### src/rtl/cbec_pkg.sv
// Shared constants and types for the bit-serial CRC encoder and checker.
`timescale 1ns / 1ps
`default_nettype none
package cbec_pkg;

  // Default of the remainder register width
  localparam int MAX_DEGREE_DEF = 32;

  // Fixed widths of the configuration registers and port
  localparam int TAPS_W     = 32;
  localparam int DEG_CFG_W  = 6;
  localparam int CFG_IDX_W  = 2;
  localparam int CFG_DATA_W = 32;

  // Stream data widths (fields padded up to whole bytes)
  localparam int IN_DATA_W  = 8;
  localparam int OUT_DATA_W = 8;

  // Depth of the queue between front and back
  localparam int QUEUE_DEPTH = 4;

  // Configuration register indexes
  localparam logic [CFG_IDX_W-1:0] REG_TAPS   = 2'd0;
  localparam logic [CFG_IDX_W-1:0] REG_DEGREE = 2'd1;
  localparam logic [CFG_IDX_W-1:0] REG_MODE   = 2'd2;

  // Reset values of the configuration registers
  localparam logic [TAPS_W-1:0]    TAPS_RST   = 32'd3;
  localparam logic [DEG_CFG_W-1:0] DEGREE_RST = 6'd3;
  localparam logic                 MODE_RST   = 1'b0;

  // Operation codes assigned by the front
  localparam logic [1:0] OP_PASS    = 2'd0;  // encode, data bit out
  localparam logic [1:0] OP_TAIL    = 2'd1;  // encode, last data bit, then remainder
  localparam logic [1:0] OP_DIV     = 2'd2;  // check, divide only
  localparam logic [1:0] OP_VERDICT = 2'd3;  // check, last bit, give verdict

  // Result kinds
  localparam logic KIND_CODE    = 1'b0;
  localparam logic KIND_VERDICT = 1'b1;

  // One queue entry from front to back
  typedef struct packed {
    logic [1:0] op;
    logic       data_bit;
  } cbec_entry_t;

endpackage
`default_nettype wire

### src/rtl/cbec_front.sv
// Front end: accepts input bits, classifies them and queues them for the back end.
`timescale 1ns / 1ps
`default_nettype none
module cbec_front (
  input  wire logic                  clk,
  input  wire logic                  rst_n,
  input  wire logic                  in_valid,
  output logic                       in_ready,
  input  wire logic                  in_data_bit,
  input  wire logic                  in_last,
  input  wire logic                  check_mode,
  output logic                       q_valid,
  output cbec_pkg::cbec_entry_t      q_entry,
  input  wire logic                  q_pop
);

  localparam int PTR_W = $clog2(cbec_pkg::QUEUE_DEPTH);
  localparam int CNT_W = $clog2(cbec_pkg::QUEUE_DEPTH + 1);

  cbec_pkg::cbec_entry_t queue_r [cbec_pkg::QUEUE_DEPTH];
  logic [PTR_W-1:0] wr_ptr_r, wr_ptr_nxt;
  logic [PTR_W-1:0] rd_ptr_r, rd_ptr_nxt;
  logic [CNT_W-1:0] count_r, count_nxt;
  logic             push;
  logic             pop;
  cbec_pkg::cbec_entry_t new_entry;

  // Classify the incoming bit by mode and end of message
  always_comb begin
    new_entry.data_bit = in_data_bit;
    if (check_mode) begin
      new_entry.op = in_last ? cbec_pkg::OP_VERDICT : cbec_pkg::OP_DIV;
    end else begin
      new_entry.op = in_last ? cbec_pkg::OP_TAIL : cbec_pkg::OP_PASS;
    end
  end

  assign in_ready = (count_r != CNT_W'(cbec_pkg::QUEUE_DEPTH));
  assign push     = in_valid && in_ready;
  assign q_valid  = (count_r != '0);
  assign pop      = q_pop && q_valid;
  assign q_entry  = queue_r[rd_ptr_r];

  // Advance pointers and fill count
  always_comb begin
    wr_ptr_nxt = push ? PTR_W'(wr_ptr_r + 1'b1) : wr_ptr_r;
    rd_ptr_nxt = pop  ? PTR_W'(rd_ptr_r + 1'b1) : rd_ptr_r;
    count_nxt  = count_r;
    if (push && !pop) begin
      count_nxt = CNT_W'(count_r + 1'b1);
    end else if (pop && !push) begin
      count_nxt = CNT_W'(count_r - 1'b1);
    end
  end

  always_ff @(posedge clk) begin
    if (!rst_n) begin
      wr_ptr_r <= '0;
      rd_ptr_r <= '0;
      count_r  <= '0;
    end else begin
      wr_ptr_r <= wr_ptr_nxt;
      rd_ptr_r <= rd_ptr_nxt;
      count_r  <= count_nxt;
    end
  end

  // Store the classified entry
  always_ff @(posedge clk) begin
    if (push) begin
      queue_r[wr_ptr_r] <= new_entry;
    end
  end

endmodule
`default_nettype wire

### src/rtl/cbec_back.sv
// Back end: remainder register, zero padding and remainder send-out, output register.
`timescale 1ns / 1ps
`default_nettype none
module cbec_back #(
  parameter int MAX_DEGREE = cbec_pkg::MAX_DEGREE_DEF
) (
  input  wire logic                            clk,
  input  wire logic                            rst_n,
  input  wire logic                            q_valid,
  input  wire cbec_pkg::cbec_entry_t           q_entry,
  output logic                                 q_pop,
  input  wire logic [cbec_pkg::TAPS_W-1:0]     taps,
  input  wire logic [cbec_pkg::DEG_CFG_W-1:0]  degree,
  output logic                                 out_valid,
  input  wire logic                            out_ready,
  output logic                                 out_kind,
  output logic                                 out_code_bit,
  output logic                                 out_last,
  output logic                                 out_check_ok
);

  localparam int DEG_W = $clog2(MAX_DEGREE + 1);
  localparam int IDX_W = (MAX_DEGREE > 1) ? $clog2(MAX_DEGREE) : 1;

  localparam logic [1:0] PH_RUN  = 2'd0;
  localparam logic [1:0] PH_PAD  = 2'd1;
  localparam logic [1:0] PH_SEND = 2'd2;

  typedef struct packed {
    logic kind;
    logic code_bit;
    logic code_last;
    logic check_ok;
  } result_t;

  logic [MAX_DEGREE-1:0] rem_r, rem_nxt;
  logic [1:0]            phase_r, phase_nxt;
  logic [DEG_W-1:0]      cnt_r, cnt_nxt;
  logic                  out_valid_r, out_valid_nxt;
  result_t               res_r, res_nxt;
  logic                  load;
  logic                  can_out;

  logic [DEG_W-1:0]      eff_deg;
  logic [IDX_W-1:0]      top_idx;
  logic [MAX_DEGREE-1:0] mask;
  logic [MAX_DEGREE-1:0] taps_ext;
  logic                  top_bit;
  logic                  step_bit;
  logic [MAX_DEGREE-1:0] stepped;
  logic [MAX_DEGREE-1:0] shifted_out;

  // Clamp the degree to 1..MAX_DEGREE
  always_comb begin
    if (degree == '0) begin
      eff_deg = DEG_W'(1);
    end else if (32'(degree) > 32'(MAX_DEGREE)) begin
      eff_deg = DEG_W'(MAX_DEGREE);
    end else begin
      eff_deg = DEG_W'(degree);
    end
  end

  assign top_idx = IDX_W'(eff_deg - 1'b1);

  // Build the degree mask
  always_comb begin
    for (int i = 0; i < MAX_DEGREE; i++) begin
      mask[i] = (32'(i) < 32'(eff_deg));
    end
  end

  assign taps_ext = MAX_DEGREE'({{MAX_DEGREE{1'b0}}, taps});
  assign top_bit  = rem_r[top_idx];
  assign step_bit = (phase_r == PH_RUN) ? q_entry.data_bit : 1'b0;

  // One long-division step: shift in a bit, subtract the generator on a carry out
  assign stepped = (((rem_r << 1) | MAX_DEGREE'(step_bit)) & mask)
                   ^ (top_bit ? (taps_ext & mask) : '0);
  assign shifted_out = (rem_r << 1) & mask;

  assign can_out = !out_valid_r || out_ready;

  // Sequence the work of each queued bit
  always_comb begin
    rem_nxt   = rem_r;
    phase_nxt = phase_r;
    cnt_nxt   = cnt_r;
    res_nxt   = res_r;
    load      = 1'b0;
    q_pop     = 1'b0;
    case (phase_r)
      PH_RUN: begin
        if (q_valid && can_out) begin
          q_pop = 1'b1;
          case (q_entry.op)
            cbec_pkg::OP_PASS: begin
              rem_nxt = stepped;
              load    = 1'b1;
              res_nxt = '{kind: cbec_pkg::KIND_CODE, code_bit: q_entry.data_bit,
                          code_last: 1'b0, check_ok: 1'b0};
            end
            cbec_pkg::OP_TAIL: begin
              rem_nxt   = stepped;
              load      = 1'b1;
              res_nxt   = '{kind: cbec_pkg::KIND_CODE, code_bit: q_entry.data_bit,
                            code_last: 1'b0, check_ok: 1'b0};
              phase_nxt = PH_PAD;
              cnt_nxt   = eff_deg;
            end
            cbec_pkg::OP_DIV: begin
              rem_nxt = stepped;
            end
            cbec_pkg::OP_VERDICT: begin
              rem_nxt = '0;
              load    = 1'b1;
              res_nxt = '{kind: cbec_pkg::KIND_VERDICT, code_bit: 1'b0,
                          code_last: 1'b1, check_ok: (stepped == '0)};
            end
            default: begin
              rem_nxt = stepped;
            end
          endcase
        end
      end
      PH_PAD: begin
        // Feed one zero of padding per cycle
        rem_nxt = stepped;
        cnt_nxt = DEG_W'(cnt_r - 1'b1);
        if (cnt_r == DEG_W'(1)) begin
          phase_nxt = PH_SEND;
          cnt_nxt   = eff_deg;
        end
      end
      PH_SEND: begin
        // Send the remainder most significant bit first
        if (can_out) begin
          load    = 1'b1;
          res_nxt = '{kind: cbec_pkg::KIND_CODE, code_bit: top_bit,
                      code_last: (cnt_r == DEG_W'(1)), check_ok: 1'b0};
          rem_nxt = shifted_out;
          cnt_nxt = DEG_W'(cnt_r - 1'b1);
          if (cnt_r == DEG_W'(1)) begin
            phase_nxt = PH_RUN;
            rem_nxt   = '0;
          end
        end
      end
      default: begin
        phase_nxt = PH_RUN;
      end
    endcase
  end

  // Hold or drop the output register
  always_comb begin
    if (load) begin
      out_valid_nxt = 1'b1;
    end else if (out_ready) begin
      out_valid_nxt = 1'b0;
    end else begin
      out_valid_nxt = out_valid_r;
    end
  end

  always_ff @(posedge clk) begin
    if (!rst_n) begin
      rem_r       <= '0;
      phase_r     <= PH_RUN;
      cnt_r       <= '0;
      out_valid_r <= 1'b0;
    end else begin
      rem_r       <= rem_nxt;
      phase_r     <= phase_nxt;
      cnt_r       <= cnt_nxt;
      out_valid_r <= out_valid_nxt;
    end
  end

  always_ff @(posedge clk) begin
    res_r <= res_nxt;
  end

  assign out_valid    = out_valid_r;
  assign out_kind     = res_r.kind;
  assign out_code_bit = res_r.code_bit;
  assign out_last     = res_r.code_last;
  assign out_check_ok = res_r.check_ok;

endmodule
`default_nettype wire

### src/rtl/crc_bitserial_encode_check.sv
// Top level of the bit-serial CRC encoder and checker with programmable generator.
//
//  channel | direction | handshake            | payload
//  --------+-----------+----------------------+------------------------------------------
//  in      | slave     | in_tvalid/in_tready  | tdata[0] data_bit, tlast last
//  out     | master    | out_tvalid/out_tready| tdata[0] code_bit, tdata[1] check_ok,
//          |           |                      | tlast code_last, tuser result_kind
//  cfg     | slave     | cfg_valid/cfg_ready  | cfg_index register, cfg_data value
//
// One input bit per cycle is taken while the queue has room and divided by the remainder register.
// In an encode message with degree d, the last bit starts zero padding with d zeros
// and then the send of the d remainder bits.
// A four-entry queue keeps accepting bits while the back end pads or sends.
// Synchronous active-low reset clears the remainder, queue and output register.
`timescale 1ns / 1ps
`default_nettype none
module crc_bitserial_encode_check #(
  parameter int MAX_DEGREE = cbec_pkg::MAX_DEGREE_DEF
) (
  input  wire logic                              clk,
  input  wire logic                              rst_n,
  input  wire logic                              in_tvalid,
  output logic                                   in_tready,
  input  wire logic [cbec_pkg::IN_DATA_W-1:0]    in_tdata,   // [0] data_bit
  input  wire logic                              in_tlast,
  output logic                                   out_tvalid,
  input  wire logic                              out_tready,
  output logic [cbec_pkg::OUT_DATA_W-1:0]        out_tdata,  // [0] code_bit, [1] check_ok
  output logic                                   out_tlast,
  output logic                                   out_tuser,  // [0] result_kind
  input  wire logic                              cfg_valid,
  output logic                                   cfg_ready,
  input  wire logic [cbec_pkg::CFG_IDX_W-1:0]    cfg_index,
  input  wire logic [cbec_pkg::CFG_DATA_W-1:0]   cfg_data
);

  logic [cbec_pkg::TAPS_W-1:0]    taps_r;
  logic [cbec_pkg::DEG_CFG_W-1:0] degree_r;
  logic                           mode_r;
  logic                           q_valid;
  logic                           q_pop;
  cbec_pkg::cbec_entry_t          q_entry;
  logic                           out_code_bit;
  logic                           out_check_ok;

  assign cfg_ready = 1'b1;

  // Take configuration transfers; ignore indexes beyond the register list
  always_ff @(posedge clk) begin
    if (!rst_n) begin
      taps_r   <= cbec_pkg::TAPS_RST;
      degree_r <= cbec_pkg::DEGREE_RST;
      mode_r   <= cbec_pkg::MODE_RST;
    end else if (cfg_valid && cfg_ready) begin
      case (cfg_index)
        cbec_pkg::REG_TAPS:   taps_r   <= cfg_data[cbec_pkg::TAPS_W-1:0];
        cbec_pkg::REG_DEGREE: degree_r <= cfg_data[cbec_pkg::DEG_CFG_W-1:0];
        cbec_pkg::REG_MODE:   mode_r   <= cfg_data[0];
        default: begin
        end
      endcase
    end
  end

  cbec_front u_front (
    .clk         (clk),
    .rst_n       (rst_n),
    .in_valid    (in_tvalid),
    .in_ready    (in_tready),
    .in_data_bit (in_tdata[0]),
    .in_last     (in_tlast),
    .check_mode  (mode_r),
    .q_valid     (q_valid),
    .q_entry     (q_entry),
    .q_pop       (q_pop)
  );

  cbec_back #(
    .MAX_DEGREE (MAX_DEGREE)
  ) u_back (
    .clk          (clk),
    .rst_n        (rst_n),
    .q_valid      (q_valid),
    .q_entry      (q_entry),
    .q_pop        (q_pop),
    .taps         (taps_r),
    .degree       (degree_r),
    .out_valid    (out_tvalid),
    .out_ready    (out_tready),
    .out_kind     (out_tuser),
    .out_code_bit (out_code_bit),
    .out_last     (out_tlast),
    .out_check_ok (out_check_ok)
  );

  assign out_tdata = {{(cbec_pkg::OUT_DATA_W-2){1'b0}}, out_check_ok, out_code_bit};

endmodule
`default_nettype wire

### config.mk
export PLATFORM = sky130hd
export DESIGN_NAME = crc_bitserial_encode_check
export DESIGN_NICKNAME = d
export VERILOG_FILES = /design/src/rtl/cbec_pkg.sv /design/src/rtl/cbec_front.sv /design/src/rtl/cbec_back.sv /design/src/rtl/crc_bitserial_encode_check.sv
export SDC_FILE = /design/constraint.sdc
export NUM_CORES = 1
export LEC_CHECK = 0
export ABC_AREA = 1
export BUFFER_PORTS_ARGS = -buffer_cell sky130_fd_sc_hd__buf_2
export CAP_MARGIN = 5
export CELL_PAD_IN_SITES_DETAIL_PLACEMENT = 1
export CELL_PAD_IN_SITES_GLOBAL_PLACEMENT = 1
export CORE_ASPECT_RATIO = 1.4
export CORE_MARGIN = 8
export CORE_UTILIZATION = 39
export DETAILED_ROUTE_END_ITERATION = 10
export GPL_ROUTABILITY_DRIVEN = 0
export PLACE_DENSITY_LB_ADDON = 0.15
export SYNTH_ARGS = -nofsm -noshare
export SYNTH_HDL_FRONTEND = slang
export SYNTH_SLANG_ARGS = --single-unit
### constraint.sdc
create_clock -name clk -period 2.8 [get_ports clk]
set_input_delay 0.7 -clock clk [delete_from_list [all_inputs] [get_ports clk]]
set_output_delay 0.7 -clock clk [all_outputs]
set_load 0.05 [all_outputs]
==> run summary, run 1 <==
The starting utilization of the core area is 0.395. By count the netlist is led by 192 x nand2_1, 139 x inv_1, 124 x nor2_1, 118 x nand3_1, 89 x dfxtp_1. The H-tree generated during clock tree synthesis spans 3 levels.

The xor and xnor area share after synthesis is 0.00534, and the count of mapped cells out of synthesis is 1004. The run gives 18300 µm as the half-perimeter wire length after detailed placement. Summing over every cut layer, the via total after detailed routing is 7565. The simple logic cell fraction of the synthesized area is 0.324. Startpoint type of the worst setup path: a flop. Most used flip-flop cell after synthesis: dfxtp_1.

In this design, the critical path's most frequently occurring cell is nand2_2. For this run, the top clock speed supported by timing is 319 MHz. The worst-case IR drop observed on VDD is 0.000675 V. The number of cell instances on the worst register-to-register path is 22, and the post-route DRC violation count is 0. The die covers 0.0213 mm². The worst hold path was traced through 2 stages. The fraction of final layout cells sized beyond drive strength 1 works out to 0.232. The area growth from synthesis to layout is 31.7%. The number of hold-slack violations in the final timing report is 0, and the total number of placement rows is 56. The run finished, with violations left. During synthesis, Yosys emitted a total of 0 warnings. For the total leakage power, the log shows 3.61 nW.

By area, the combinational part of the netlist is dominated by simple AND/OR/NAND/NOR gates. The vertical extent of the die was 169 µm. OpenSTA, run right after detailed placement, puts the worst setup slack at -0.281 ns. The tools report the area of combinational cells with multiple inputs as 0.00393 mm². By area the synthesized netlist is led by dfxtp_1 27%, nand2_1 11%, nand3_1 9.0%, inv_1 8.0%, edfxtp_1 7.3%. The cell area that synthesis handed to floorplanning was 0.00656 mm². The clock skew after layout is 0.0130 ns, and the post-CTS clock slew at the launch and capture registers of the worst setup and hold paths is 0.08 ns.

The number of global-route vias before repair is 7634. The filler cell count is 2187. In this run the power density over the cells is 786 mW/mm². The time the final worst path needs with I/O delays and setup is 3.13 ns, and the maximum count of clock buffers along a single path is 2.

Together, buffers and inverters on the worst path number 6. The tools report the worst slew margin relative to its limit as 0.640. The tools report the post-layout worst setup margin as -0.332 ns.

The detailed-router iteration count before antenna repair is 5, and the number of sinks handled by clock tree synthesis is 105. The final standard cell utilization of the core is 0.520, and the number of buffers created by CTS is 9. Leaving out filler cells and counting taps, the final layout contains 1338.

For the worst setup path, the data arrival time is 3.35 ns. The actual transition at the worst max-transition pin is 0.534 ns, and the largest net degree at the start of global routing is 52. Slowest cell on the critical path: dfxtp_4. The worst setup path is of the flop to flop kind. Setup repair after global routing could not meet its margin everywhere. The post-route fraction of the period consumed by the critical path was 1.12. The cell with the most instances after synthesis is nand2_1. The detailed-route wire length per cell is 20.7 µm, and the largest incremental delay on the critical path is 0.36 ns.

Counting flops and latches in the post-synthesis netlist gives 105. The multiplexer area fraction after synthesis was 0; the number of placed cells counting well taps was 1293. The cell type group with the largest total delay on the critical path is simple AND/OR/NAND/NOR gates. Dividing the synthesized area by the synthesized cell count gives 6.53 µm².

Worst min-delay path class: flop to flop. At the worst endpoint, the required time is 3.01 ns. Dividing the detail-routed via count by the number of cells gives 5.65. With fillers left out, the area of the finished cells amounts to 0.00864 mm². The logs give 0 for the number of max-slew violations in the final report and 0.345 for the proportion of synthesized chip area in sequential cells.

The total of endpoints with negative setup slack in the final report was 1; the global-route wire length before repair was 40700 µm. The endpoint type of the worst setup path was a flop. The area share of the leading cell type in the synthesized netlist is 0.272. The share of flip-flops with an asynchronous set or reset works out to 0. The floorplan step defined a core boundary enclosing 0.0166 mm². The largest fanout on the critical path was 8. The logs give 0.00228 mm² for the area occupied by registers and 0 for the overflow left after global routing.

The insertion delay of the later-clocked pin in the worst-skew pair was 0.37 ns. The tools report the final hold slack as 0.460 ns. The tools report the root cell of the clock tree as clkbuf_16.

The repair_antennas step left the layout with diodes totalling 0. The overall die width was 126 µm. The aggregate global-route resource usage was 0.246.

The critical path goes through nor2_2 > nand3_1 > nand2_2 > nand2_2 > inv_2 > ha_4 > inv_4 > buf_12 > nand3_4 > nand3_2 > nand3_2 > nand3_4 > buf_12 > clkbuf_16 > nand4_1 > nand2_1 > nand2_1 > inv_1 > nand2_2 > nor2_4 > nand2_4 > nor2_4. The checks that failed: setup timing. The tools report the reported max-cap violation count as 0. TritonCTS built the clock tree.

During placement, the flow inserted port buffers numbering 46. The logs give 0 for the initial antenna violation count and 511 for the number of design-rule violations left by the first detailed-router iteration. The cell type with the highest aggregate area in the netlist was dfxtp_1. Total wire length: 27700 µm. For the placed cell area, the log shows 0.00746 mm². After the last flow step, the layout net total stands at 1193. The number of routed nets with antenna violations is 0, and the critical path depth in cells is 22. The synthesized design contains 16 enable-type register cells. The synthesized-area fraction occupied by ao, oa, aoi and oai cells was 0.167; the adder-cell share of the synthesized area was 0.0298. The synthesized netlist contains 37 unique library cells.

The count of pins on the block boundary came out at 61.
## layout by cell type (no fill, tap or decap), types with 19 or more instances in the layout
cell type	n
nand2_1	176
inv_1	135
nor2_1	116
nand3_1	86
buf_4	85
dfxtp_1	83
o21ai_0	73
a21oi_1	73
buf_2	46
nand4_1	22
nand3_2	19
## cell type report
type	count	share of cell area
Inverter	147	0.0659
Multi-Input combinational cell	711	0.454
Clock inverter	5	0.00521
Tap cell	203	0.0294
Sequential cell	105	0.264
Timing Repair Buffer	155	0.151
Timing Repair inverter	1	0.00101
Clock buffer	11	0.0292
## layer usage
layer  share of wire  vias up  wire, µm  global-route usage
met2            0.51      262     14000               0.451
li1                -     3537         -                   -
met5               0        -         0                   0
met3           0.056       82      1560              0.0321
met4           0.056        0      1540               0.145
met1            0.38     3684     10600               0.265
## per-stage QoR
stage	power, mW	setup TNS [ns]
after floorplan	3.78	0
after global placement	4.88	-0.245
after detailed placement	4.95	-0.281
after CTS	6.48	-0.180
after global routing	7.16	-0.878
final	6.80	-0.332
## worst register-to-register path, cell delays in order (launching register included)
cell and delay [ns]:
dfxtp_4 0.36, nor2_2 0.10, nand3_1 0.08, nand2_2 0.08, nand2_2 0.06, inv_2 0.08
ha_4 0.22, inv_4 0.06, buf_12 0.15, nand3_4 0.09, nand3_2 0.08, nand3_2 0.10
nand3_4 0.23, buf_12 0.15, clkbuf_16 0.14, nand4_1 0.09, nand2_1 0.11, nand2_1 0.06
inv_1 0.20, nand2_2 0.14, nor2_4 0.17, nand2_4 0.07, nor2_4 0.16
## logic make-up after synthesis
group / count (synthesis)
fa+ha+maj: 15
simple gates: 481
xor+xnor: 4
flops: 105
other cells: 2
compound gates: 203
buf+inv: 194
## path summary, 6_finish.rpt
path,start,endpoint,slack [ns]
worst min-delay path,taps_r[8],taps_r[8],0.46
worst max-delay path,degree_r[2],u_back.out_check_ok,-0.33
worst min register to register,taps_r[8],taps_r[8],0.46
worst max register to register,degree_r[2],u_back.out_check_ok,-0.33
## state kept, by name, indices dropped and copies added, names as in the netlist, named ones only
register / flops
degree_r: 6
mode_r: 1
taps_r: 32
u_back.cnt_r: 6
u_back.out_check_ok: 1
u_back.out_code_bit: 1
u_back.out_kind: 1
u_back.out_last: 1
u_back.out_valid: 1
u_back.phase_r: 2
u_back.rem_r: 32
u_front.count_r: 3
u_front.queue_r: 12
u_front.rd_ptr_r: 2
u_front.wr_ptr_r: 2
## power by group
part | internal (mW) | switching (mW)
clock network | 0.669 | 0.658
registers | 1.77 | 0.166
logic | 1.21 | 2.33
total | 3.64 | 3.15
## timing repair
action | CTS | global route
pin swaps | 32 | 44
setup endpoints to repair | 1 | 6
hold buffers | 0 | 0
gates resized for setup | 62 | 75
cloned | 4 | 4
setup buffers | 9 | 16
(Power assumes the default switching activity.)
==> inputs of run 2 (changes only) <==
--- a/config.mk
+++ b/config.mk
@@ -5,14 +5,13 @@
 export SDC_FILE = /design/constraint.sdc
 export NUM_CORES = 1
 export LEC_CHECK = 0
-export ABC_AREA = 1
 export BUFFER_PORTS_ARGS = -buffer_cell sky130_fd_sc_hd__buf_2
 export CAP_MARGIN = 5
 export CELL_PAD_IN_SITES_DETAIL_PLACEMENT = 1
 export CELL_PAD_IN_SITES_GLOBAL_PLACEMENT = 1
 export CORE_ASPECT_RATIO = 1.4
 export CORE_MARGIN = 8
-export CORE_UTILIZATION = 39
+export CORE_UTILIZATION = 40
 export DETAILED_ROUTE_END_ITERATION = 10
 export GPL_ROUTABILITY_DRIVEN = 0
 export PLACE_DENSITY_LB_ADDON = 0.15
==> constraint.sdc (replaced) <==
create_clock -name clk -period 2.8 [get_ports clk]
set_input_delay 0.7 -clock clk [delete_from_list [all_inputs] [get_ports clk]]
set_output_delay 0.7 -clock clk [all_outputs]
set_load 0.02 [all_outputs]
==> run 2 against run 1 <==
The run still ends with setup timing left; final cell count down 11%; first-iteration DRC count shrank 7.0%; non-clock buffer count is 29 higher; clock power about the same; count of clock-buffer cells in the layout is 2 lower; largest power group unchanged; highest routed layer unchanged.
==> run summary, run 2 <==
The flow ran to the end, but the final reports show violations. The final reports fail on setup timing. TritonCTS built the clock tree.

For the final net count, the log shows 1049. The tools report the post-placement worst setup slack as -1.35 ns. During synthesis, Yosys emitted a total of 0 warnings.

Of all nets on the critical path, the largest fanout is 7. The half-perimeter wire length after detailed placement came out at 19400 µm. In this run the cell area of the synthesized design comes to 0.00661 mm². The largest single stage delay on the critical path is 0.55 ns. The post-layout worst setup margin came out at -1.40 ns.

The floorplan has 55 rows. At the pin with the least slew margin, the transition time is 0.864 ns. The initial antenna violation count is 0, and the layout-stage area growth over the synthesis result is 33.7%. Global routing finished with a remaining overflow of 0. For this design the static power due to leakage is 3.50 nW. The area share of the leading cell type in the synthesized netlist works out to 0.270. The largest total area in the synthesized netlist belongs to dfxtp_1.

The total number of vias is 7075. Cell with the most instances after synthesis: nand2_1. In the routed design, unresolved DRC markers number 0. Subtracting the final worst setup slack from the clock period gives 4.20 ns.

The final standard cell utilization of the core is 0.546. The worst setup path is captured at a flop. 61 I/O pins were placed. The tools report the number of buffers created by CTS as 9.

For this run, the top clock speed supported by timing is 238 MHz. The largest registers in the layout are taps_r (32), u_back.rem_r (32), u_front.queue_r (12). The filler cell count is 1892.

Before antenna repair, the detailed router went through 5 iterations. Dividing the detail-routed via count by the number of cells gives 5.95. Setup violations remaining at the end of the flow were counted as 34. A synthesized cell averages 7.81 µm².

Measured along the y axis, the die boundary spans 168 µm. Measured along the x axis, the die boundary spans 125 µm. The number of input and output port buffers inserted works out to 46. The logs give 0.37 ns for the insertion delay of the later-clocked pin in the worst-skew pair and 0.00442 mm² for the area of combinational cells with multiple inputs.

The detailed-route wire length per cell is 23.3 µm, and the post-CTS clock slew at the launch and capture registers of the worst setup and hold paths is 0.08 ns. For this block, the routed nets add up to 27700 µm of wire. The synthesized design contains 105 register bits. Setup repair after global routing could not meet its margin everywhere. CTS built an H-tree with a depth of 3. The library cell used most frequently in the layout, excluding fill and tap cells, is nand2_1.

Worst min-delay path class: flop to flop. The most used flip-flop cell after synthesis was dfxtp_1. The share of flip-flops with an asynchronous set or reset works out to 0. The critical path class was flop to flop. Entering global routing, the biggest net connects 64 pins. The number of enable flip-flop cells after synthesis works out to 16. The worst slew margin relative to its limit was 0.418; the area inside the core boundary was 0.0162 mm². The number of global-route vias before repair is 7646, and the total chip power is 6.27 mW.

The number of different library cells in the post-synthesis netlist was 67; the area occupied by registers was 0.00226 mm². After the first detailed-routing iteration, the DRC count stood at 475. On the final layout, the worst hold slack is 0.460 ns. The post-route fraction of the period consumed by the critical path came out at 1.50.

The tools report the die area as 0.0209 mm². CTS placed an instance of clkbuf_16 at the clock tree root. For the number of sinks handled by clock tree synthesis, the log shows 105. The maximum count of clock buffers along a single path is 2, and the power per standard cell area is 709 mW/mm². The starting utilization of the core area came out at 0.409. Max-cap violations in this run came to 0. The first global-routing pass estimated 41300 µm of wire.

For the number of cells in the finished layout apart from fillers, the log shows 1190. The startpoint type of the worst setup path was a flop. The signal on the critical path passes through or4_4 > a21oi_4 > inv_2 > ha_4 > or3b_4 > and3_4 > a221oi_4 > o21ai_2 > a221oi_4 > buf_6 > buf_12 > a211oi_2 > mux2i_1 > a2111oi_2 > nand4_1 > nor4b_2.

On the critical path, the stage with the largest delay is an instance of or4_4. In the layout the commonest cells are 148 x nand2_1, 113 x buf_4, 88 x dfxtp_1. The aggregate global-route resource usage was 0.248. The number of antenna diodes in the final layout is 0.

The fraction of final layout cells sized beyond drive strength 1 is 0.312, and the number of routed nets with antenna violations is 0. Sorting the synthesized cells by area gives the leading types as dfxtp_1 27%, nand2_1 8.6%, edfxtp_1 7.3%, a21oi_1 6.4%, mux2i_1 5.6%. The number of max-slew violations in the final report was 0.

The commonest cells after synthesis are 152 x nand2_1, 89 x dfxtp_1, 85 x a21oi_1, 83 x nor2_1. Counting stages on the worst path, the most repeated cell is a221oi_4. The clock skew after layout was 0.00862 ns. Number of hold-slack violations in the final timing report: 0. The worst path required time was 3.00 ns; the number of placed cells counting well taps was 1150. Across the VDD grid, the largest voltage drop is 0.000689 V.

The logs give 4.40 ns for the arrival time at the worst endpoint and 0.342 for the proportion of synthesized chip area in sequential cells. The count of mapped cells out of synthesis came out at 846.
## run 2: cell count changes in the layout (fill, tap and decap cells not counted), sizes merged, moves of 37 or more
cell,previous run,this run
nand3,120,9
inv,146,47
o21ai,91,39
nand2,197,152
nor2,128,83
mux2i,0,37
## run 2: what timing repair did
item                       4_1_cts  5_1_grt
setup endpoints to repair       34       34
pin swaps                       28       32
hold buffers                     0        0
resized for setup               54       49
buffers inserted                18        7
cloned                           0        2
## run 2: per-stage QoR
stage / instance area (µm²) / TNS, ns
after floorplan: 6760 / -21.93
after global placement: 7860 / -26.80
after detailed placement: 7860 / -31.55
after CTS: 8550 / -30.66
after global routing: 8830 / -36.27
final: 8830 / -32.43
## run 2: area by class of cell
class / instances / area share
clock buffer: 9 / 0.0255
multi-input combinational: 643 / 0.500
timing repair buffer: 184 / 0.163
sequential: 105 / 0.256
clock inverter: 7 / 0.00906
inverter: 43 / 0.0183
tap: 199 / 0.0282
## run 2: final timing paths
| kind | from | to | slack (ns) | cells past startpoint |
|---|---|---|---|---|
| max | degree_r[1] | u_back.out_check_ok | -1.40 | 16 |
| min | taps_r[5] | taps_r[5] | 0.46 | 2 |
| max reg2reg | degree_r[1] | u_back.out_check_ok | -1.40 | 16 |
| min reg2reg | taps_r[5] | taps_r[5] | 0.46 | 2 |
## run 2: critical path, delay by kind of cell (launching register included)
family                   cells  cell delay, ns
buffers and inverters        3            0.42
adder cells (fa/ha/maj)      1            0.18
AND/OR/NAND/NOR              5            1.58
AO/OA/AOI/OAI                6            1.29
multiplexers                 1            0.23
flip-flops                   1            0.32
## run 2: cell families (layout without fill, tap and decap cells)
group | Yosys count | in the layout | synth area share
buffers and inverters | 103 | 243 | 0.0701
AOI/OAI and AO/OA | 225 | 225 | 0.230
xor gates and xnor gates | 20 | 20 | 0.0265
adders and majority gates | 15 | 15 | 0.0295
and+or+nand+nor | 334 | 334 | 0.230
other | 2 | 7 | 0.00114
muxes | 42 | 42 | 0.0703
DFF | 105 | 105 | 0.342
## run 2: report_power, final
group	total, mW	switching, mW	internal [mW]
registers	1.85	0.135	1.71
clock network	1.34	0.699	0.643
logic	3.08	1.95	1.13
total	6.27	2.78	3.48
## run 2: routing by layer
layer / vias to the layer above / wire length, µm / GRT usage
li1: 3206 / - / -
met2: 274 / 14100 / 0.444
met4: 0 / 1890 / 0.187
met3: 117 / 1430 / 0.0399
met1: 3478 / 10300 / 0.256
met5: - / 0 / 0
